## src/sv/q2e_pkg.sv

```systemverilog
// ============================================================================
// q2e_pkg: shared types, constants and arithmetic steps for quaternion_to_euler
// Widths of the angle datapath, CORDIC/normalize step helpers and payload structs.
// ============================================================================
package q2e_pkg;

    // output angle width
    localparam int ANGLE_WIDTH  = 16;

    // internal datapath widths
    localparam int VEC_W        = 44;   // CORDIC x/y, covers 2^40 * gain
    localparam int ANG_W        = 34;   // CORDIC angle, rad * 2^30
    localparam int ANG_LO_W     = ANG_W / 2;
    localparam int SQ_W         = 64;   // isqrt radicand/root

    localparam int ANG_BITS     = 30;
    localparam int NORM_BITS    = 39;
    localparam int CORDIC_STEPS = 31;
    localparam int ISQRT_STEPS  = 32;
    localparam int NORM_STEPS   = 6;
    localparam int STEP_W       = $clog2(ISQRT_STEPS);
    localparam int SHIFT_W      = NORM_STEPS;

    localparam int RAD_SH       = ANG_BITS - (ANGLE_WIDTH - 3);
    localparam int DEG_SH       = 24 + ANG_BITS - (ANGLE_WIDTH - 9);

    localparam logic signed [ANG_W-1:0] HALF_PI  = ANG_W'(64'sd1686629713);
    localparam logic signed [30:0]      RAD2DEG  = 31'sd961263669;

    localparam logic signed [ANG_W-1:0] ATAN_TAB [0:10] = '{
        ANG_W'(64'sd843314856), ANG_W'(64'sd497837829), ANG_W'(64'sd263043836),
        ANG_W'(64'sd133525158), ANG_W'(64'sd67021686),  ANG_W'(64'sd33543515),
        ANG_W'(64'sd16775850),  ANG_W'(64'sd8388437),   ANG_W'(64'sd4194282),
        ANG_W'(64'sd2097149),   ANG_W'(64'sd1048575)
    };

    // one vector on its way through normalize and CORDIC
    typedef struct packed {
        logic                      hold;   // angle already known, skip rotation
        logic signed [VEC_W-1:0]   x;
        logic signed [VEC_W-1:0]   y;
        logic signed [ANG_W-1:0]   z;
    } t_vec;

    typedef struct packed {
        logic zero_norm;
        t_vec yaw;
        t_vec pitch;
        t_vec roll;
    } t_job;

    typedef struct packed {
        logic [SQ_W-1:0] v;
        logic [SQ_W-1:0] r;
        t_job            job;
    } t_sq;

    function automatic logic signed [ANG_W-1:0] atan_step(logic [STEP_W-1:0] i);
        if (i <= STEP_W'(10)) begin
            return ATAN_TAB[i[3:0]];
        end
        return ANG_W'(64'sd1) <<< (ANG_BITS - int'(i));
    endfunction

    // shift left by sh when max(|x|,|y|) < 2^(NORM_BITS+1-sh)
    function automatic t_vec norm_step(t_vec v, logic [SHIFT_W-1:0] sh);
        t_vec             r;
        logic [VEC_W-1:0] ax;
        logic [VEC_W-1:0] ay;
        logic [VEC_W-1:0] lim;
        r   = v;
        ax  = v.x[VEC_W-1] ? VEC_W'(-v.x) : VEC_W'(v.x);
        ay  = v.y[VEC_W-1] ? VEC_W'(-v.y) : VEC_W'(v.y);
        lim = VEC_W'(1) << (NORM_BITS + 1 - int'(sh));
        if (ax < lim && ay < lim) begin
            r.x = v.x <<< sh;
            r.y = v.y <<< sh;
        end
        return r;
    endfunction

    // fold the left half plane into the right one
    function automatic t_vec prerotate(t_vec v);
        t_vec r;
        r = v;
        if (!v.hold && v.x[VEC_W-1]) begin
            if (!v.y[VEC_W-1]) begin
                r.x = v.y;
                r.y = -v.x;
                r.z = HALF_PI;
            end else begin
                r.x = -v.y;
                r.y = v.x;
                r.z = -HALF_PI;
            end
        end
        return r;
    endfunction

    function automatic t_vec cordic_rot(t_vec v, logic [STEP_W-1:0] i);
        t_vec                    r;
        logic signed [VEC_W-1:0] dx;
        logic signed [VEC_W-1:0] dy;
        r  = v;
        dx = v.y >>> i;
        dy = v.x >>> i;
        if (!v.hold) begin
            if (v.y > 0) begin
                r.x = v.x + dx;
                r.y = v.y - dy;
                r.z = v.z + atan_step(i);
            end else begin
                r.x = v.x - dx;
                r.y = v.y + dy;
                r.z = v.z - atan_step(i);
            end
        end
        return r;
    endfunction

endpackage

```

## src/sv/q2e_cordic_cell.sv

```systemverilog
// ============================================================================
// q2e_cordic_cell: one vectoring micro-rotation
// Rotates yaw, pitch and roll vectors toward the x axis by one fixed step.
// ============================================================================
module q2e_cordic_cell (
    input  logic                        i_clk,
    input  logic                        i_rst_n,
    input  logic [q2e_pkg::STEP_W-1:0]  i_step,
    input  logic                        i_valid,
    output logic                        o_ready,
    input  q2e_pkg::t_job               i_data,
    output logic                        o_valid,
    input  logic                        i_ready,
    output q2e_pkg::t_job               o_data
);

    logic           r_valid;
    q2e_pkg::t_job  r_data;
    q2e_pkg::t_job  n_data;

    always_comb begin
        n_data       = i_data;
        n_data.yaw   = q2e_pkg::cordic_rot(i_data.yaw, i_step);
        n_data.pitch = q2e_pkg::cordic_rot(i_data.pitch, i_step);
        n_data.roll  = q2e_pkg::cordic_rot(i_data.roll, i_step);
    end

    assign o_ready = !r_valid || i_ready;

    always_ff @(posedge i_clk) begin
        if (!i_rst_n) begin
            r_valid <= 1'b0;
        end else if (o_ready) begin
            r_valid <= i_valid;
        end
    end

    always_ff @(posedge i_clk) begin
        if (o_ready && i_valid) begin
            r_data <= n_data;
        end
    end

    assign o_valid = r_valid;
    assign o_data  = r_data;

endmodule

```

## config.mk

```make
export PLATFORM = sky130hd
export DESIGN_NAME = q2e_cordic_cell
export DESIGN_NICKNAME = d
export VERILOG_FILES = /design/src/sv/q2e_pkg.sv /design/src/sv/q2e_cordic_cell.sv
export SDC_FILE = /design/constraint.sdc
export NUM_CORES = 2
export LEC_CHECK = 0
export BUFFER_PORTS_ARGS = -buffer_cell sky130_fd_sc_hd__buf_2
export CORE_ASPECT_RATIO = 0.5
export CORE_MARGIN = 2
export CORE_UTILIZATION = 27
export CTS_BUF_LIST = sky130_fd_sc_hd__clkbuf_4 sky130_fd_sc_hd__clkbuf_8
export CTS_CLUSTER_SIZE = 8
export DETAILED_ROUTE_END_ITERATION = 6
export SETUP_SLACK_MARGIN = 0.4
export SYNTH_ARGS = -nofsm -noshare
export SYNTH_HDL_FRONTEND = slang
export SYNTH_SLANG_ARGS = --single-unit
```

## constraint.sdc

```tcl
create_clock -name i_clk -period 25.1 [get_ports i_clk]
set_input_delay 7.53 -clock i_clk [delete_from_list [all_inputs] [get_ports i_clk]]
set_output_delay 7.53 -clock i_clk [all_outputs]
set_load 0.03 [all_outputs]
```

==> metrics.cfg <==
[critical_path]
cp-start-kind = primary input
critPathSlowestCell = buf_4
crit_chain = buf_8 > buf_4 > buf_4 > buf_4 > nand3_1 > xnor2_1 > nor3_1 > a22oi_1 > nand4b_1 > nand3b_1 > nor4_1 > nor2_1 > o21ai_0 > ha_1 > o21ai_0 > nor2_1 > or4_1 > a31o_2 > a31o_2 > a2111oi_0 > o21bai_1 > a21oi_1 > xor2_1 > o21ai_0
crit_path_end_kind = flop
crit_fanout = 79
arrival_ns = 16.09
max_stage_delay_ns = 0.67
crit_required_ns = 25.63
worstSetupPathType = primary input to flop

[drt]
vias_per_cell = 5.90
drt_wl_total_um = 282000
drcViolationCount = 0
vias = 61400
ant_nets = 0
routedWlPerCell_um = 27.1
drt_pass1_iterations = 6
drt_iter0_markers = 7222

[outcome]
status = complete, no violations

[finish]
areaGrowthSynthToFinish_pct = 12.6
n_fill_cell = 23100
multi_input_comb_area_um2 = 45500
layout.nets = 8177
seq_area_um2 = 11100
layout-drive-gt1-share_pct = 19.9

[power]
pwr_density_cell_nw_per_um2 = 56.6
clockPowerShare_pct = 16.5
switching_share_pct = 48.5
internal_power_mw = 1.94
p_switching_mw = 1.83
total_power_mw = 3.78
p_comb_share_pct = 61.1
p_seq_share_pct = 22.4
vdd_drop_max_mv = 0.0428
p_leak_nw = 26.6

[yosys]
syn_area_per_cell_um2 = 8.53
synthCells = 6943
synth_nets = 7701
synth_edf_count = 370
ys_ff_latch = 371
yosys_warnings = 0
synth_area_um2 = 59200
ys_async_sr_fraction_pct = 0
yosys.cell_types.count = 112
ys_seq_area_share_pct = 18.8
synth_top_flop_cell = edfxtp_1

[floorplanning]
fp.dieW_um = 666
chipHeight_um = 335
die_area_um2 = 223000
io_pins = 751
coreArea_um2 = 218000
start_util_pct = 27.2
rows = 121

[clock_tree]
htree_levels = 3
post_cts_buffers = 0
cts-root-buf = clkbuf_8
post_cts_resized = 0
cts_buffers = 71
clk_pin_slew_ns = 0.06
clockBufferDepth = 3
clock_sinks = 371
clock_latency_ns = 0.83
hold_buffers = 0
tritoncts = yes

[timing]
grt_setup_unrepaired = false
slew_headroom_pct = 8.60
setup_tns_ns = 0
holdWs_ns = 0.540
worst_pin_slew_ns = 1.37
setup_violations = 0
finalMaxSlewViolations = 0
hold_viol = 0
post-route-min-period_ns = 15.56
skew_ns = 0.0474
fmax_ghz = 0.0642
post-route-period-util_pct = 62.0

[global_routing]
grt_max_degree = 172
grt_util_all_layers_pct = 24.0
grt_pass1_wl_um = 399000
grt_pass1_vias = 58100
antenna_found_initial = 78
grt_overflow_total = 0

[job]
maxCapViolCount = 0

[place]
gp_congestion = 1.02
portBuffers = 750
place_hpwl_um = 223000

[hold_path]
hp-class = flop to flop

[final timing paths]
check                           startpoint           to  slack, ns  cells past startpoint
worst max-delay path             i_step[2]  o_data[154]       9.54                     24
worst min-delay path               o_valid      o_valid       0.54                      2
worst max register to register     o_valid  o_data[215]      21.25                      5
worst min register to register     o_valid      o_valid       0.54                      2
[logic make-up (layout without fill, tap and decap cells)]
logic type | Yosys count | after routing | share of synthesized area [%]
AO/OA/AOI/OAI | 2251 | 2251 | 23.9
AND/OR/NAND/NOR | 2088 | 2088 | 16.6
multiplexers | 710 | 710 | 19.5
XOR/XNOR | 573 | 573 | 8.48
buffers and inverters | 571 | 1093 | 4.53
adder cells (fa/ha/maj) | 379 | 379 | 8.12
flip-flops | 371 | 371 | 18.8
other | 0 | 47 | 0
[area by class of cell]
class	count	area share [%]
Timing Repair Buffer	824	6.58
Multi-Input combinational cell	6001	68.2
Tap cell	2890	5.42
Inverter	150	0.867
Clock buffer	92	1.71
Antenna cell	47	0.176
Clock inverter	27	0.312
Sequential cell	371	16.7
[stage by stage]
stage / std cells / instance area, µm² / utilization (%) / setup WS, ns
5_1_grt: 10400 / 66600 / 30.6 / 9.03
4_1_cts: 10400 / 66500 / 30.5 / 9.59
2_1_floorplan: 6943 / 59200 / - / 8.06
6_report: 10400 / 66700 / 30.6 / 9.54
3_5_place_dp: 10200 / 65200 / 29.9 / 8.89
3_3_place_gp: 10200 / 65200 / 29.9 / 8.92
[cell usage after synthesis (all sizes together), types with 115 or more instances]
master	n	area share (%)
a21o	190	2.4
nor3	129	1.1
xnor2	309	4.6
inv	146	0.93
mux4	334	13
xor2	264	3.9
o21ai	712	6.0
edfxtp	370	19
nand2	860	5.5
nand3	115	0.99
buf	194	2.1
nor2	435	2.8
mux2i	255	4.3
a21oi	532	4.5
clkbuf	227	1.4
mux2	121	2.3
ha	370	7.8
[power by group through the flow]
stage,logic [mW],clock network (mW),registers [mW]
5_1_grt,2.47,0.668,0.853
3_3_place_gp,2.26,0,0.860
6_report,2.31,0.622,0.846
2_1_floorplan,1.41,0,1.03
4_1_cts,2.27,0.643,0.849
3_5_place_dp,2.26,0,0.860
[registers in the layout (all words and copies together), names as in the netlist]
name / count
o_data: 370
o_valid: 1
[layout by cell type (no fill, tap or decap), drive strengths merged, types with 30 or more instances in the layout]
master,synthesis,final
clkbuf,227,93
inv,146,151
o22ai,63,63
and2,49,49
a21oi,532,532
o21a,76,76
buf,194,823
o211ai,38,38
or3,35,35
nand4,55,55
a22oi,30,30
nand3,115,115
a21o,190,190
mux4,334,334
nor3,129,129
nor2,435,435
a31oi,74,74
edfxtp,370,370
or2,40,40
o21ai,712,712
ha,370,370
mux2i,255,255
nor2b,59,59
a211oi,71,71
and3,56,56
diode,0,47
mux2,121,121
xnor2,309,309
nand2b,92,92
o31ai,61,61
o21bai,50,50
nor4,64,64
xor2,264,264
nand2,860,860
[worst max-delay path, delay by kind of cell]
| family | cells | cell delay [ns] |
|---|---|---|
| buffers and inverters | 4 | 2.26 |
| AND/OR/NAND/NOR | 8 | 2.31 |
| adder cells (fa/ha/maj) | 1 | 0.33 |
| XOR/XNOR | 2 | 0.77 |
| AO/OA/AOI/OAI | 9 | 2.72 |
[layer usage]
layer | vias up | GRT usage (%) | share of wire, %
li1 | 27600 | - | -
met1 | 29600 | 27.2 | 36
met2 | 3308 | 40.1 | 48
met3 | 935 | 5.33 | 8.8
met4 | 10 | 17.0 | 7.7
met5 | - | 0 | 0.022
(Power assumes the default switching activity.)
