<file path="src/sv/q2e_pkg.sv">
// ============================================================================
// q2e_pkg: shared types, constants and arithmetic steps for quaternion_to_euler
// Widths of the angle datapath, CORDIC/normalize step helpers and payload structs.
// ============================================================================
package q2e_pkg;

    // output angle width
    localparam int ANGLE_WIDTH  = 16;

    // internal datapath widths
    localparam int VEC_W        = 44;   // CORDIC x/y, covers 2^40 * gain
    localparam int ANG_W        = 34;   // CORDIC angle, rad * 2^30
    localparam int ANG_LO_W     = ANG_W / 2;
    localparam int SQ_W         = 64;   // isqrt radicand/root

    localparam int ANG_BITS     = 30;
    localparam int NORM_BITS    = 39;
    localparam int CORDIC_STEPS = 31;
    localparam int ISQRT_STEPS  = 32;
    localparam int NORM_STEPS   = 6;
    localparam int STEP_W       = $clog2(ISQRT_STEPS);
    localparam int SHIFT_W      = NORM_STEPS;

    localparam int RAD_SH       = ANG_BITS - (ANGLE_WIDTH - 3);
    localparam int DEG_SH       = 24 + ANG_BITS - (ANGLE_WIDTH - 9);

    localparam logic signed [ANG_W-1:0] HALF_PI  = ANG_W'(64'sd1686629713);
    localparam logic signed [30:0]      RAD2DEG  = 31'sd961263669;

    localparam logic signed [ANG_W-1:0] ATAN_TAB [0:10] = '{
        ANG_W'(64'sd843314856), ANG_W'(64'sd497837829), ANG_W'(64'sd263043836),
        ANG_W'(64'sd133525158), ANG_W'(64'sd67021686),  ANG_W'(64'sd33543515),
        ANG_W'(64'sd16775850),  ANG_W'(64'sd8388437),   ANG_W'(64'sd4194282),
        ANG_W'(64'sd2097149),   ANG_W'(64'sd1048575)
    };

    // one vector on its way through normalize and CORDIC
    typedef struct packed {
        logic                      hold;   // angle already known, skip rotation
        logic signed [VEC_W-1:0]   x;
        logic signed [VEC_W-1:0]   y;
        logic signed [ANG_W-1:0]   z;
    } t_vec;

    typedef struct packed {
        logic zero_norm;
        t_vec yaw;
        t_vec pitch;
        t_vec roll;
    } t_job;

    typedef struct packed {
        logic [SQ_W-1:0] v;
        logic [SQ_W-1:0] r;
        t_job            job;
    } t_sq;

    function automatic logic signed [ANG_W-1:0] atan_step(logic [STEP_W-1:0] i);
        if (i <= STEP_W'(10)) begin
            return ATAN_TAB[i[3:0]];
        end
        return ANG_W'(64'sd1) <<< (ANG_BITS - int'(i));
    endfunction

    // shift left by sh when max(|x|,|y|) < 2^(NORM_BITS+1-sh)
    function automatic t_vec norm_step(t_vec v, logic [SHIFT_W-1:0] sh);
        t_vec             r;
        logic [VEC_W-1:0] ax;
        logic [VEC_W-1:0] ay;
        logic [VEC_W-1:0] lim;
        r   = v;
        ax  = v.x[VEC_W-1] ? VEC_W'(-v.x) : VEC_W'(v.x);
        ay  = v.y[VEC_W-1] ? VEC_W'(-v.y) : VEC_W'(v.y);
        lim = VEC_W'(1) << (NORM_BITS + 1 - int'(sh));
        if (ax < lim && ay < lim) begin
            r.x = v.x <<< sh;
            r.y = v.y <<< sh;
        end
        return r;
    endfunction

    // fold the left half plane into the right one
    function automatic t_vec prerotate(t_vec v);
        t_vec r;
        r = v;
        if (!v.hold && v.x[VEC_W-1]) begin
            if (!v.y[VEC_W-1]) begin
                r.x = v.y;
                r.y = -v.x;
                r.z = HALF_PI;
            end else begin
                r.x = -v.y;
                r.y = v.x;
                r.z = -HALF_PI;
            end
        end
        return r;
    endfunction

    function automatic t_vec cordic_rot(t_vec v, logic [STEP_W-1:0] i);
        t_vec                    r;
        logic signed [VEC_W-1:0] dx;
        logic signed [VEC_W-1:0] dy;
        r  = v;
        dx = v.y >>> i;
        dy = v.x >>> i;
        if (!v.hold) begin
            if (v.y > 0) begin
                r.x = v.x + dx;
                r.y = v.y - dy;
                r.z = v.z + atan_step(i);
            end else begin
                r.x = v.x - dx;
                r.y = v.y + dy;
                r.z = v.z - atan_step(i);
            end
        end
        return r;
    endfunction

endpackage

</file>
<file path="src/sv/q2e_norm_cell.sv">
// ============================================================================
// q2e_norm_cell: one binary step of the vector normalize shift
// Shifts yaw, pitch and roll vectors left by a fixed power of two if small.
// ============================================================================
module q2e_norm_cell (
    input  logic                         i_clk,
    input  logic                         i_rst_n,
    input  logic [q2e_pkg::SHIFT_W-1:0]  i_shift,
    input  logic                         i_valid,
    output logic                         o_ready,
    input  q2e_pkg::t_job                i_data,
    output logic                         o_valid,
    input  logic                         i_ready,
    output q2e_pkg::t_job                o_data
);

    logic           r_valid;
    q2e_pkg::t_job  r_data;
    q2e_pkg::t_job  n_data;

    always_comb begin
        n_data       = i_data;
        n_data.yaw   = q2e_pkg::norm_step(i_data.yaw, i_shift);
        n_data.pitch = q2e_pkg::norm_step(i_data.pitch, i_shift);
        n_data.roll  = q2e_pkg::norm_step(i_data.roll, i_shift);
    end

    assign o_ready = !r_valid || i_ready;

    always_ff @(posedge i_clk) begin
        if (!i_rst_n) begin
            r_valid <= 1'b0;
        end else if (o_ready) begin
            r_valid <= i_valid;
        end
    end

    always_ff @(posedge i_clk) begin
        if (o_ready && i_valid) begin
            r_data <= n_data;
        end
    end

    assign o_valid = r_valid;
    assign o_data  = r_data;

endmodule

</file>
<file path="config.mk">
export PLATFORM = sky130hd
export DESIGN_NAME = q2e_norm_cell
export DESIGN_NICKNAME = d
export VERILOG_FILES = /design/src/sv/q2e_pkg.sv /design/src/sv/q2e_norm_cell.sv
export SDC_FILE = /design/constraint.sdc
export NUM_CORES = 2
export LEC_CHECK = 0
export BUFFER_PORTS_ARGS = -buffer_cell sky130_fd_sc_hd__buf_2
export CAP_MARGIN = 5
export CORE_AREA = 2 2 297 299
export DETAILED_ROUTE_END_ITERATION = 12
export DIE_AREA = 0 0 299 301
export GPL_ROUTABILITY_DRIVEN = 0
export PLACE_DENSITY_LB_ADDON = 0.08
export SYNTH_ARGS = -nofsm -noshare
export SYNTH_HDL_FRONTEND = slang
export SYNTH_SLANG_ARGS = --single-unit
export TNS_END_PERCENT = 30
</file>
<file path="constraint.sdc">
create_clock -name i_clk -period 35 [get_ports i_clk]
set_input_delay 10.5 -clock i_clk [delete_from_list [all_inputs] [get_ports i_clk]]
set_output_delay 10.5 -clock i_clk [all_outputs]
set_load 0.01 [all_outputs]
</file>
==> flow_metrics.py <==
metrics = {
    "detailed_routing": {
        "first_pass_iters": 8,
        "drt_wl_total_um": 184000,
        "viasPerCell": 6.68,
        "wire_per_inst_um": 31.3,
        "drt_iter0_drc": 5593,
        "drc_errors": 0,
        "vias": 39373,
        "ant_nets": 0,
    },
    "floorplan": {
        "die_x_um": 299,
        "rows": 108,
        "die_area_um2": 90000,
        "fp.coreArea_um2": 86500,
        "start_util_pct": 45.7,
        "die_y_um": 301,
        "io_pins": 752,
    },
    "logic_synthesis": {
        "synth_ff_type": "edfxtp_1",
        "syn_avg_cell_area_um2": 9.39,
        "syn_inst": 4213,
        "yosysTopAreaCell": "edfxtp_1",
        "yosysWarnings": 0,
        "ys_ff_latch": 371,
        "synth.area.top_cells": "edfxtp_1, mux4_2, ha_1, mux2_2, nand2_1",
        "synth_area_um2": 39500,
        "netlist.area_leader.share_pct": 28.1,
        "synthDistinctLibCells": 81,
        "synthArstFlopShare_pct": 0,
        "syn_nets": 4852,
        "seq_area_frac_synth_pct": 28.1,
        "synth-edff-count": 370,
    },
    "sta": {
        "hold_ws_ns": 0.575,
        "fin_ws_ns": 13.61,
        "rsz0062_at_grt": "false",
        "drv_slew": 0,
        "period_share_pct": 61.1,
        "skew_ns": 0.0254,
        "clock.fmax_mhz": 46.8,
        "hold_viol": 0,
        "finalSetupTns_ns": 0,
        "maxSlewHeadroom_pct": 21.4,
        "period_minus_slack_ns": 21.39,
        "setup_violations": 0,
        "worstMarginPinSlew_ns": 1.18,
    },
    "clocking": {
        "htree_levels": 2,
        "numCtsBuffers": 45,
        "clk_latency_ns": 0.62,
        "path_clk_slew_ns": 0.06,
        "tritoncts": "done",
        "cts.sinks": 371,
        "post_cts_buffers": 0,
        "cts_hold_buf": 0,
        "cts_root_buffer": "clkbuf_16",
        "cts_resized": 0,
        "clock_path_buffers": 3,
    },
    "job": {
        "cap_violations": 0,
    },
    "min_path": {
        "hold_class": "reg2reg",
        "hold_path_depth": 2,
    },
    "worst_setup_path": {
        "critPathKind": "in2out",
        "path_max_fanout": 3,
        "worstSetupEndpointType": "output port",
        "startpoint_type": "input port",
        "r2r-start": "o_valid",
        "r2r_end": "o_data[235]",
        "critPathCapture": "o_ready",
        "rrSetupSlack_ns": 31.63,
        "ff2ff_path_depth": 4,
        "startpoint": "i_ready",
        "cp_data_required_time_ns": 24.50,
        "cp_data_arrival_time_ns": 10.89,
    },
    "place": {
        "place_ws_ns": 13.61,
        "io_buffers": 751,
        "hpwl_um": 134000,
    },
    "global_routing": {
        "grt_first_pass_wirelength_um": 258000,
        "antenna_found_initial": 52,
        "grt_start_max_net_pins": 162,
        "grt_pass1_vias": 35364,
        "grt_usage_pct": 39.2,
        "grt_remaining_overflow": 0,
    },
    "power_and_ir_drop": {
        "powerDensity_nw_per_um2": 35.4,
        "leakagePower_nw": 17.6,
        "worst_ir_drop_vdd_uv": 33.4,
        "finalPower_mw": 1.60,
    },
    "final_layout": {
        "post-route-util_pct": 52.3,
        "drive_gt1_share_pct": 29.4,
        "nFillCells": 8192,
        "areaGrowthSynthToFinish_pct": 14.4,
        "multiInputGateArea_um2": 26900,
        "nets": 5326,
        "regArea_um2": 11100,
    },
    "status": {
        "status": "completed",
    },
}
-- state kept, by name, indices dropped and copies added (netlist names) --
register  cells
o_data      370
o_valid       1
-- critical path, cell delays in order --
cell      delay (ns)
buf_2           0.09
nand2b_1        0.15
buf_2           0.15
-- worst min-delay path by stage --
stage,to,slack (ns),from
6_report,o_valid,0.58,o_valid
5_1_grt,o_valid,0.63,o_valid
4_1_cts,o_valid,0.58,o_valid
3_5_place_dp,o_valid,0.58,o_valid
3_3_place_gp,o_valid,0.54,o_valid
2_1_floorplan,o_valid,0.61,o_valid
-- power breakdown --
part | internal [mW] | leakage [nW] | total (mW) | switching, mW
Sequential | 0.534 | 3.60 | 0.547 | 0.0129
Combinational | 0.227 | 13.3 | 0.582 | 0.355
Clock | 0.269 | 0.708 | 0.474 | 0.205
Total | 1.03 | 17.6 | 1.60 | 0.573
-- logic make-up after synthesis --
group	count (synthesis)	synth area share (%)
AO/OA/AOI/OAI	858	14.0
XOR/XNOR	249	5.51
adder cells (fa/ha/maj)	261	8.25
buffers and inverters	402	3.97
flip-flops	371	28.1
multiplexers	672	24.3
AND/OR/NAND/NOR	1400	15.8
-- Yosys cell counts (5+ instances only) --
cell / number
nand2_1: 635
or3_1: 38
buf_1: 76
a21o_1: 53
mux2i_1: 178
edfxtp_1: 370
o31ai_1: 67
a211o_1: 6
a21oi_1: 173
o21a_1: 29
nor2b_1: 16
mux4_2: 200
a311oi_1: 10
o41ai_1: 39
nand4_1: 42
xor2_1: 6
o21ai_0: 190
o22ai_1: 109
or4b_2: 7
o211ai_1: 13
nor3_1: 56
or4_1: 40
o221ai_1: 9
mux2_1: 20
o22a_1: 18
and2_1: 29
xnor2_1: 243
or2_2: 23
clkbuf_1: 266
a2111oi_0: 7
a31oi_1: 35
inv_1: 28
mux2_2: 274
a211oi_1: 56
nor4_1: 17
and4_1: 5
buf_2: 19
ha_1: 259
nand3_1: 58
and3_1: 20
a221oi_1: 9
nand2b_1: 37
nor2_1: 356
-- per-layer routing --
layer | part of all wire [%] | global-route usage, %
met4 | 4.3 | 14.0
met3 | 15 | 14.6
met2 | 41 | 56.0
met5 | 0.19 | 0
met1 | 39 | 54.2
-- cell usage in the layout (no fill, tap or decap), drive strengths merged, types with 37 or more instances in the layout --
cell type,Yosys,routed
a211oi,56,56
a21o,53,53
a21oi,173,173
buf,100,796
clkbuf,268,51
edfxtp,370,370
ha,259,259
mux2,294,294
mux2i,178,178
mux4,200,200
nand2,635,635
nand2b,37,37
nand3,58,58
nand4,42,42
nor2,356,356
nor3,57,57
o21ai,192,192
o22ai,109,109
o31ai,67,67
o41ai,40,40
or3,38,38
or4,40,40
xnor2,243,243
-- through the flow --
step | instance area, um^2 | cells
after floorplan | 39500 | 4213
after global placement | 43800 | 5795
after detailed placement | 43800 | 5795
after CTS | 45200 | 5877
after global routing | 45200 | 5882
final | 45300 | 5894
-- area by class of cell --
type	count	area share, %
Antenna cell	17	0.0940
Clock buffer	51	2.54
Clock inverter	31	0.691
Inverter	33	0.299
Multi-Input combinational cell	3440	59.4
Sequential cell	371	24.6
Tap cell	1155	3.19
Timing Repair Buffer	796	9.18
Power figures use the tool's default switching activity.
