`config.mk`:
```
export PLATFORM = sky130hd
export DESIGN_NAME = q2e_isqrt_cell
export DESIGN_NICKNAME = d
export VERILOG_FILES = /design/src/sv/q2e_pkg.sv /design/src/sv/q2e_isqrt_cell.sv
export SDC_FILE = /design/constraint.sdc
export NUM_CORES = 1
export LEC_CHECK = 0
export BUFFER_PORTS_ARGS = -buffer_cell sky130_fd_sc_hd__buf_2
export CAP_MARGIN = 20
export CORE_AREA = 2 2 387 389
export DETAILED_ROUTE_END_ITERATION = 8
export DIE_AREA = 0 0 389 391
export PLACE_DENSITY = 0.47
export REMOVE_ABC_BUFFERS = 1
export SLEW_MARGIN = 20
export SYNTH_ARGS = -nofsm -noshare
export SYNTH_HDL_FRONTEND = slang
export SYNTH_SLANG_ARGS = --single-unit
```
`constraint.sdc`:
```
create_clock -name i_clk -period 15 [get_ports i_clk]
set_input_delay 1.5 -clock i_clk [delete_from_list [all_inputs] [get_ports i_clk]]
set_output_delay 1.5 -clock i_clk [all_outputs]
set_load 0.01 [all_outputs]
```
`src/sv/q2e_pkg.sv`:
```
// ============================================================================
// q2e_pkg: shared types, constants and arithmetic steps for quaternion_to_euler
// Widths of the angle datapath, CORDIC/normalize step helpers and payload structs.
// ============================================================================
package q2e_pkg;

    // output angle width
    localparam int ANGLE_WIDTH  = 16;

    // internal datapath widths
    localparam int VEC_W        = 44;   // CORDIC x/y, covers 2^40 * gain
    localparam int ANG_W        = 34;   // CORDIC angle, rad * 2^30
    localparam int ANG_LO_W     = ANG_W / 2;
    localparam int SQ_W         = 64;   // isqrt radicand/root

    localparam int ANG_BITS     = 30;
    localparam int NORM_BITS    = 39;
    localparam int CORDIC_STEPS = 31;
    localparam int ISQRT_STEPS  = 32;
    localparam int NORM_STEPS   = 6;
    localparam int STEP_W       = $clog2(ISQRT_STEPS);
    localparam int SHIFT_W      = NORM_STEPS;

    localparam int RAD_SH       = ANG_BITS - (ANGLE_WIDTH - 3);
    localparam int DEG_SH       = 24 + ANG_BITS - (ANGLE_WIDTH - 9);

    localparam logic signed [ANG_W-1:0] HALF_PI  = ANG_W'(64'sd1686629713);
    localparam logic signed [30:0]      RAD2DEG  = 31'sd961263669;

    localparam logic signed [ANG_W-1:0] ATAN_TAB [0:10] = '{
        ANG_W'(64'sd843314856), ANG_W'(64'sd497837829), ANG_W'(64'sd263043836),
        ANG_W'(64'sd133525158), ANG_W'(64'sd67021686),  ANG_W'(64'sd33543515),
        ANG_W'(64'sd16775850),  ANG_W'(64'sd8388437),   ANG_W'(64'sd4194282),
        ANG_W'(64'sd2097149),   ANG_W'(64'sd1048575)
    };

    // one vector on its way through normalize and CORDIC
    typedef struct packed {
        logic                      hold;   // angle already known, skip rotation
        logic signed [VEC_W-1:0]   x;
        logic signed [VEC_W-1:0]   y;
        logic signed [ANG_W-1:0]   z;
    } t_vec;

    typedef struct packed {
        logic zero_norm;
        t_vec yaw;
        t_vec pitch;
        t_vec roll;
    } t_job;

    typedef struct packed {
        logic [SQ_W-1:0] v;
        logic [SQ_W-1:0] r;
        t_job            job;
    } t_sq;

    function automatic logic signed [ANG_W-1:0] atan_step(logic [STEP_W-1:0] i);
        if (i <= STEP_W'(10)) begin
            return ATAN_TAB[i[3:0]];
        end
        return ANG_W'(64'sd1) <<< (ANG_BITS - int'(i));
    endfunction

    // shift left by sh when max(|x|,|y|) < 2^(NORM_BITS+1-sh)
    function automatic t_vec norm_step(t_vec v, logic [SHIFT_W-1:0] sh);
        t_vec             r;
        logic [VEC_W-1:0] ax;
        logic [VEC_W-1:0] ay;
        logic [VEC_W-1:0] lim;
        r   = v;
        ax  = v.x[VEC_W-1] ? VEC_W'(-v.x) : VEC_W'(v.x);
        ay  = v.y[VEC_W-1] ? VEC_W'(-v.y) : VEC_W'(v.y);
        lim = VEC_W'(1) << (NORM_BITS + 1 - int'(sh));
        if (ax < lim && ay < lim) begin
            r.x = v.x <<< sh;
            r.y = v.y <<< sh;
        end
        return r;
    endfunction

    // fold the left half plane into the right one
    function automatic t_vec prerotate(t_vec v);
        t_vec r;
        r = v;
        if (!v.hold && v.x[VEC_W-1]) begin
            if (!v.y[VEC_W-1]) begin
                r.x = v.y;
                r.y = -v.x;
                r.z = HALF_PI;
            end else begin
                r.x = -v.y;
                r.y = v.x;
                r.z = -HALF_PI;
            end
        end
        return r;
    endfunction

    function automatic t_vec cordic_rot(t_vec v, logic [STEP_W-1:0] i);
        t_vec                    r;
        logic signed [VEC_W-1:0] dx;
        logic signed [VEC_W-1:0] dy;
        r  = v;
        dx = v.y >>> i;
        dy = v.x >>> i;
        if (!v.hold) begin
            if (v.y > 0) begin
                r.x = v.x + dx;
                r.y = v.y - dy;
                r.z = v.z + atan_step(i);
            end else begin
                r.x = v.x - dx;
                r.y = v.y + dy;
                r.z = v.z - atan_step(i);
            end
        end
        return r;
    endfunction

endpackage

```
`src/sv/q2e_isqrt_cell.sv`:
```
// ============================================================================
// q2e_isqrt_cell: one digit step of the integer square root
// Takes one radicand bit pair per cell; carries the angle job alongside.
// ============================================================================
module q2e_isqrt_cell (
    input  logic                        i_clk,
    input  logic                        i_rst_n,
    input  logic [q2e_pkg::STEP_W-1:0]  i_step,
    input  logic                        i_valid,
    output logic                        o_ready,
    input  q2e_pkg::t_sq                i_data,
    output logic                        o_valid,
    input  logic                        i_ready,
    output q2e_pkg::t_sq                o_data
);

    logic                        r_valid;
    q2e_pkg::t_sq                r_data;
    q2e_pkg::t_sq                n_data;
    logic [q2e_pkg::SQ_W-1:0]    bitv;
    logic [q2e_pkg::SQ_W-1:0]    trial;

    always_comb begin
        bitv   = q2e_pkg::SQ_W'(1) << (6'd62 - {i_step, 1'b0});
        trial  = i_data.r + bitv;
        n_data = i_data;
        if (i_data.v >= trial) begin
            n_data.v = i_data.v - trial;
            n_data.r = (i_data.r >> 1) + bitv;
        end else begin
            n_data.r = i_data.r >> 1;
        end
    end

    assign o_ready = !r_valid || i_ready;

    always_ff @(posedge i_clk) begin
        if (!i_rst_n) begin
            r_valid <= 1'b0;
        end else if (o_ready) begin
            r_valid <= i_valid;
        end
    end

    always_ff @(posedge i_clk) begin
        if (o_ready && i_valid) begin
            r_data <= n_data;
        end
    end

    assign o_valid = r_valid;
    assign o_data  = r_data;

endmodule

```
==> results of run 1 <==
routing by layer:
metal  wire length [um]  global-route usage (%)  up-vias
met5                384                       0        -
met4               4609                   6.124       56
met3              16820                   8.544      270
met2              75680                   33.28     1147
met1              61770                   23.04    11480
li1                   -                       -    10240
worst reg2reg max path, stage by stage (launching register included):
cell and delay (ns):
dfxtp_1 0.31, nand2b_1 0.10, and2_4 0.41, buf_4 0.78, buf_4 0.97, buf_4 0.86
sequential cells by signal, indices dropped and copies added (netlist names):
name	flops
o_data	498
o_valid	1
metrics by stage:
stage	setup WS (ns)	area [um2]	power, mW
after detailed placement	5.618	32650	2.482
after CTS	6.332	34850	4.201
after floorplan	1.091	25080	2.111
after global placement	5.646	32650	2.483
final	6.348	34910	4.133
after global routing	5.650	34880	4.288
placed cells by master (no fill, tap or decap), types with 8 or more instances in the layout:
cell type     n
a21o_1       44
diode_2      24
o21ai_1       8
nand2b_1     17
o21bai_1     31
a21oi_1     166
xnor2_1      83
nand4_1      45
ha_1        126
nor3_1       32
a31o_2       14
bufinv_16     8
nor4_1        9
clkbuf_16    69
xor2_1       88
edfxtp_1    498
a21boi_0     12
buf_4         9
inv_1        39
nand2_1     208
o211ai_1     17
nor2_1      182
o31ai_1      16
buf_2      1006
nor2b_1      18
clkbuf_1     15
o21ai_0     120
and2_1       19
nand3_1      42
a31oi_1      70
o21a_1       16
and3_1       25
how the worst min path moves through the flow:
stage	end	cells past startpoint	slack [ns]
6_report	o_valid	2	0.56
5_1_grt	o_valid	2	0.59
3_3_place_gp	o_valid	2	0.52
2_1_floorplan	o_valid	2	0.61
4_1_cts	o_valid	2	0.56
3_5_place_dp	o_valid	2	0.55
cell type report:
| type | count | area (um2) | share of cell area [%] |
|---|---|---|---|
| multi-input combinational | 1535 | 9970 | 28.56 |
| clock inverter | 33 | 425.4 | 1.218 |
| sequential | 499 | 14970 | 42.89 |
| antenna | 24 | 60.06 | 0.1720 |
| timing repair buffer | 1016 | 5122 | 14.67 |
| tap | 1944 | 2432 | 6.967 |
| inverter | 39 | 146.4 | 0.4193 |
| clock buffer | 84 | 1783 | 5.107 |
kinds of logic (layout without fill, tap and decap cells):
group | Yosys count | in the layout
xor gates and xnor gates | 171 | 171
buffers and inverters | 113 | 1172
other | 0 | 24
and+or+nand+nor | 638 | 638
muxes | 1 | 1
AOI/OAI and AO/OA | 598 | 598
DFF | 499 | 499
adders and majority gates | 127 | 127
where the power goes:
group	switching, mW	internal, mW	total (mW)
Combinational	0.495	0.246	0.740
Sequential	0.0497	1.66	1.71
Clock	0.692	0.987	1.68
==> results.md, run 1 <==
* Status: finished clean
* Setup crit start: i_step[0]
* Clk slew on worst S/H paths at around 0.06 ns
* Area leader, netlist: edfxtp_1
* Crit path kind: in2reg
* Reg2reg setup slack at roughly 11 ns
* Total gr overflow at 0
* Core ar. at about 150,000 um2
* Most frequent CP cell: nor2_1
* DRC at 0
* Seq cells post-synth at 499
* Endpoints failing hold at 0
* Most frequent cells after synthesis: 498 x edfxtp_1, 209 x nand2_1, 182 x nor2_1
* Slew Limit Headroom at between 20% and 30%
* Vias at around 23,000
* Sequential area share after synthesis at 58.95%
* Number of synthesized flops with an enable pin at ~500
* Distinct cells, synth at a little under 90
* Top post-synthesis cells by area: edfxtp_1 59%, ha_1 6.2%, a21oi_1 3.3%
* CTS tree: built
* Yosys warnings at 0
* PortBufs at 1,006
* Main combinational cell family by area after synthesis: compound AO/OA/AOI/OAI gates
* # fillers at about 16,000
* Starting density of the core at roughly 17%
* Total CTS buffers at 68
* Synthesis-to-layout area growth at 37.44%
* Clock skew at between 0.03 and 0.04 ns
* Post-synthesis xor/xnor area fraction at under 10%
* Initial antenna violation count at just over 100
* Worst R2R End: o_data[181]
* FP Rows at around 140
* Min-delay worst type: reg2reg
* Placer Congestion at 1.084
* Detailed Routing Iterations Pass 1 at 5
* RSZ-0062 raised after global routing: false
* Yosys top cell area share at 58.87%
* Worst path required time at approximately 15 ns
* R2R Path Start: o_valid
* Worst hold slack at about 0.56 ns
* Initial DRC count at 1,765
* Critical path fanouts, max at 78
* Pins Over Slew Limit at 0
* Crit path buf inv count at 2
* ANT nets after route at 0
* Synthesized instance count at 2,147
* Mapped Area at 25,400 um2
* Die W at roughly 390 um
* Adder and majority cell fraction of the synthesized area at around 6.3%
* Die footprint at 152,100 um2
* CP top delay family: compound AO/OA/AOI/OAI gates
* TNS Setup at 0 ns
* Crit path capture type: flop
* Synth Area per Inst at roughly 12 um2
* Clk sinks at 499
* Top FF cell, synth: edfxtp_1
* Simple-gate portion of the synthesized area at between 10% and 20%
* Final HPWL DP at between 100 and 150 mm
* Worst Tran Pin Value at 1.065 ns
* Die height at between 300 and 400 um
* Wire per inst at slightly above 30 um
* Post-CTS Setup Bufs at 0
* Mux cell area share after synthesis at less than 1%
* Drt total wl at between 150 and 200 mm
* Cell at the slowest stage of the critical path: buf_4
* Max VDD drop at ~0.074 mV
* Top-count cell post-synth: edfxtp_1
* Power Density at approximately 120 nW/um2
* Post-cts repair resize count at 0
* Final-report setup violation count at 0
* Nets at about 3,800
* Tmin final at around 8.7 ns
* Worst EP arrival at 9.03 ns
* Top Ports at between 1,000 and 1,500
* Post-Layout Cell Count at 5,174
* R2R cell count at 5
* Worst Setup EP: o_data[423]
* Worst hold start: o_valid
* Pin count of the biggest net entering global routing at approximately 130
* Synth async-reset ratio at 0%
* Root Buffer: clkbuf_16
* Max_cap viols at 0
* H-tree depth at 3
* First-pass GRT wire length at between 200 and 250 mm
* Crit path largest cell delay at between 0.7 and 0.8 ns
* Share of layout cells above drive strength 1 at 36.21%
* Inst Count DP at roughly 5,000
* Total track usage at approximately 20%
* Vias in the first global route at between 20,000 and 25,000
* Hold buffers post-CTS at 0
* Post-DR vias/cell at between 4 and 5
* Clock latency on the worst-skew pair at around 0.66 ns
* Final Cycle Share at about 58%
* Fmax at approximately 0.12 GHz
* P_leak at about 14 nW
* Post-synthesis compound-gate area fraction at between 10% and 20%
* Fin util at roughly a quarter
* Critical path startpoint category: input port
* Levels on crit path at 26
* Clock buffer depth at 3
No activity file was read; power rests on OpenSTA's default activity.
==> run 2, diff against run 1 <==
Settings changed: ABC_AREA from default to 1, PLACE_DENSITY 0.47 to 0.49.
Clock period 15 ns to 8.5 ns, I/O delays scaled along.
==> run 2 against run 1 <==
Against the previous run:
- worst hold slack got worse by 0.22 ns
- clock-buffer cell count decreased by 3
- flip-flop and latch count unchanged
- non-clock buffer count increased by 6
- largest power group unchanged
- highest routed layer unchanged
==> results.md, run 2 <==
* Int Power at 5.148 mW (was 2.897 mW)
* Synthesized instance count at 3,406 (was 2,147)
* Yosys top cell area share at 51.24% (was 58.87%)
* Final HPWL DP at 174.1 mm (was 133.8 mm)
* FF+latch area at 14,970 um2 (unchanged)
* Hold buffers post-CTS at 0 (unchanged)
* Sw Share at 32.14% (was 29.91%)
* Endpoints failing hold at 0 (unchanged)
* Vias at 29,800 (was 23,190)
* Top Ports at 1,007 (unchanged)
* Critical path fanouts, max at 76 (was 78)
* Reg2reg setup slack at 5.54 ns (was 11.14 ns)
* Post-synthesis compound-gate area fraction at 9.642% (was 15.22%)
* Clock skew at 0.03645 ns (was 0.03506 ns)
* Crit path largest cell delay at 0.67 ns (was 0.78 ns)
* Initial DRC count at 2,547 (was 1,765)
* Crit path buf inv count at 7 (was 2)
* Final-report setup violation count at 0 (unchanged)
* Die W at 389 um (unchanged)
* Area of the multi-input gates at 12,250 um2 (was 9970 um2)
* Wire per inst at 31.00 um (was 30.78 um)
* Simple-gate portion of the synthesized area at 23.80% (was 11.76%)
* RSZ-0062 raised after global routing: false (unchanged)
* Cell at the slowest stage of the critical path: buf_4 (unchanged)
* Total CTS buffers at 67 (was 68)
* Number of synthesized flops with an enable pin at 498 (unchanged)
* Slew Limit Headroom at 27.40% (was 28.99%)
* Clk slew on worst S/H paths at 0.06 ns (about the same)
* Max reg flops at 498 (unchanged)
* Clock latency on the worst-skew pair at 0.68 ns (was 0.66 ns)
* Area leader, netlist: edfxtp_1 (unchanged)
* Crit path kind: in2reg (unchanged)
* Total gr overflow at 0 (unchanged)
* Mapped Area at 29,180 um2 (was 25,400 um2)
* Adder and majority cell fraction of the synthesized area at 5.471% (was 6.285%)
* Fmax at around 0.15 GHz
* Max_cap viols at 0 (unchanged)
* Post-route setup slack at 1.811 ns (was 6.348 ns)
* Net Sw Power at 2.439 mW (was 1.236 mW)
* Crit path capture type: flop (unchanged)
* Power, Total at 7.587 mW (was 4.133 mW)
* CTS tree: built (unchanged)
* Sequential area share after synthesis at 51.31% (was 58.95%)
* Status: finished clean (unchanged)
* Synthesis-to-layout area growth at 33.38% (was 37.44%)
* Detailed Routing Iterations Pass 1 at 5 (unchanged)
* Clock network power share at 40.0% (was 40.6%)
* H-tree depth at 3 (unchanged)
* Pin count of the biggest net entering global routing at 141 (was 132)
* Root Buffer: clkbuf_16 (unchanged)
* Starting density of the core at 19.65% (was 17.10%)
* Die footprint at 152,100 um2 (unchanged)
* Drt total wl at 200.9 mm (was 159.3 mm)
* Initial antenna violation count at 78 (was 103)
* Clock buffer depth at 3 (unchanged)
* ANT nets after route at 0 (unchanged)
* Vias in the first global route at 29,400 (was 21,970)
* Min-delay worst type: in2reg (was reg2reg)
* Total track usage at 25.41% (was 19.95%)
* Top FF cell, synth: edfxtp_1 (unchanged)
* Max VDD drop at 0.1227 mV (was 0.07382 mV)
* Post-placement cell area at 36,560 um2 (was 32,650 um2)
* Synth async-reset ratio at 0% (unchanged)
* PortBufs at 1,006 (unchanged)
* Pins Over Slew Limit at 0 (unchanged)
* Worst EP arrival at 7.07 ns (was 9.03 ns)
* Post-CTS Setup Bufs at 0 (unchanged)
* Mux cell area share after synthesis at 0% (was 0.04433%)
* First-pass GRT wire length at 258.9 mm (was 203.2 mm)
* Final Cycle Share at around four fifths
* Worst Tran Pin Value at 1.089 ns (was 1.065 ns)
* Post-synthesis xor/xnor area fraction at 3.031% (was 5.896%)
* Cell Chain, Critical Path: buf_2 -> inv_1 -> nor3_1 -> ha_1 -> nand2_1 -> o21ai_0 -> inv_1 -> o21ai_0 -> inv_1 -> nand2_1 -> nand2_1 -> nand3b_1 -> nand2_1 -> ha_1 -> a21oi_1 -> o21ai_0 -> a21oi_1 -> o21ai_1 -> a21oi_1 -> nand3_4 -> clkinv_2 -> buf_4 -> buf_4 -> o21ai_0
* Worst path required time at 8.88 ns (was 15.38 ns)
* Synth Area per Inst at 8.568 um2 (was 11.83 um2)
* Post-DR vias/cell at 4.600 (was 4.481)
* CP top delay family: compound AO/OA/AOI/OAI gates (unchanged)
* Reg power frac at 40.2% (was 41.5%)
* Die height at 391 um (unchanged)
* Most frequent cells after synthesis: 916 x nand2_1, 498 x edfxtp_1, 453 x inv_1 (was 498 x edfxtp_1, 209 x nand2_1, 182 x nor2_1)
* DRC at 0 (unchanged)
* Dpl ws at 1.264 ns (was 5.618 ns)
* Seq cells post-synth at 499 (unchanged)
* FP Rows at 142 (unchanged)
* # fillers at 16,450 (was 16,090)
* Clk sinks at 499 (unchanged)
* Nets at 5,099 (was 3,793)
* Comb pwr share at 19.8% (was 17.9%)
* P_leak at 16.68 nW (was 14.12 nW)
* Most frequent cells in the layout: 1,006 x buf_2, 916 x nand2_1, 498 x edfxtp_1 (was 1,006 x buf_2, 498 x edfxtp_1, 208 x nand2_1)
* Placer Congestion at 1.024 (was 1.084)
* Post-cts repair resize count at 0 (unchanged)
* Top post-synthesis cells by area: edfxtp_1 51%, nand2_1 12%, inv_1 5.8% (was edfxtp_1 59%, ha_1 6.2%, a21oi_1 3.3%)
* Core ar. at 148,500 um2 (unchanged)
* Power Density at 194.9 nW/um2 (was 118.4 nW/um2)
* Top-count cell post-synth: nand2_1 (was edfxtp_1)
* Final Instance Area at 38,930 um2 (was 34,910 um2)
* Tmin final at 6.689 ns
* Critical path startpoint category: input port (unchanged)
* Share of layout cells above drive strength 1 at 25.84% (was 36.21%)
* Yosys warnings at 0 (unchanged)
* Commonest non-fill, non-tap cell in the layout: buf_2 (unchanged)
* Main combinational cell family by area after synthesis: simple AND/OR/NAND/NOR gates (was compound AO/OA/AOI/OAI gates)
* Fin util at 26.21% (was 23.51%)
* Distinct cells, synth at 54 (was 87)
-- run 2: cell count changes after synthesis, moves of 17 or more --
cell / before / now
and3_1: 25 / 1
nand3_1: 42 / 165
a31oi_1: 70 / 10
and2_1: 21 / 1
nor2_1: 182 / 435
nand2_1: 209 / 916
o21ai_0: 120 / 225
clkbuf_1: 55 / 4
inv_1: 39 / 453
nor2b_1: 18 / 0
nand2b_1: 17 / 0
a21o_1: 44 / 15
nand3b_1: 5 / 43
xor2_1: 88 / 31
-- run 2: layer usage --
metal  global-route usage (%)  part of all wire [%]  vias up
met4                    10.72                   4.7       44
li1                         -                     -    13560
met2                    42.42                    47     1309
met3                    6.804                   8.4      300
met5                        0                  0.16        -
met1                    30.77                    40    14590
-- run 2: path summary, 6_finish.rpt --
kind | depth (start not counted) | from | to
hold / removal | 1 | i_data[79] | o_data[79]
setup reg to reg | 3 | o_valid | o_data[27]
setup / recovery | 24 | i_step[4] | o_data[394]
hold reg to reg | 2 | o_valid | o_valid
-- run 2: layout make-up --
class,instances,share of cell area [%]
Clock inverter,40,1.389
Clock buffer,81,4.574
Inverter,461,4.455
Tap cell,1944,6.248
Sequential cell,499,38.47
Multi-Input combinational cell,2414,31.48
Antenna cell,18,0.1157
Timing Repair Buffer,1022,13.27
-- run 2: logic make-up (layout without fill, tap and decap cells) --
kind of cell,Yosys count,in the layout
adders and majority gates,127,127
AOI/OAI and AO/OA,507,507
DFF,499,499
buffers and inverters,493,1604
xor gates and xnor gates,101,101
other,0,18
and+or+nand+nor,1679,1679
-- run 2: metrics by stage --
step / std cells / hold WS (ns) / setup TNS [ns]
after floorplan: 3374 / 0.5953 / -8835.71
after global placement: 6340 / 0.5697 / 0
after detailed placement: 6340 / 0.5482 / 0
after CTS: 6461 / 0.2811 / 0
after global routing: 6465 / 0.2981 / 0
final: 6479 / 0.3412 / 0
-- run 2: power by group through the flow --
stage               combinational (mW)  clock, mW  sequential (mW)
floorplan                        0.579          0             3.26
global placement                  1.50          0             3.10
detailed placement                1.50          0             3.09
CTS                               1.51       3.12             3.05
global route                      1.61       3.20             3.06
finish                            1.50       3.04             3.05
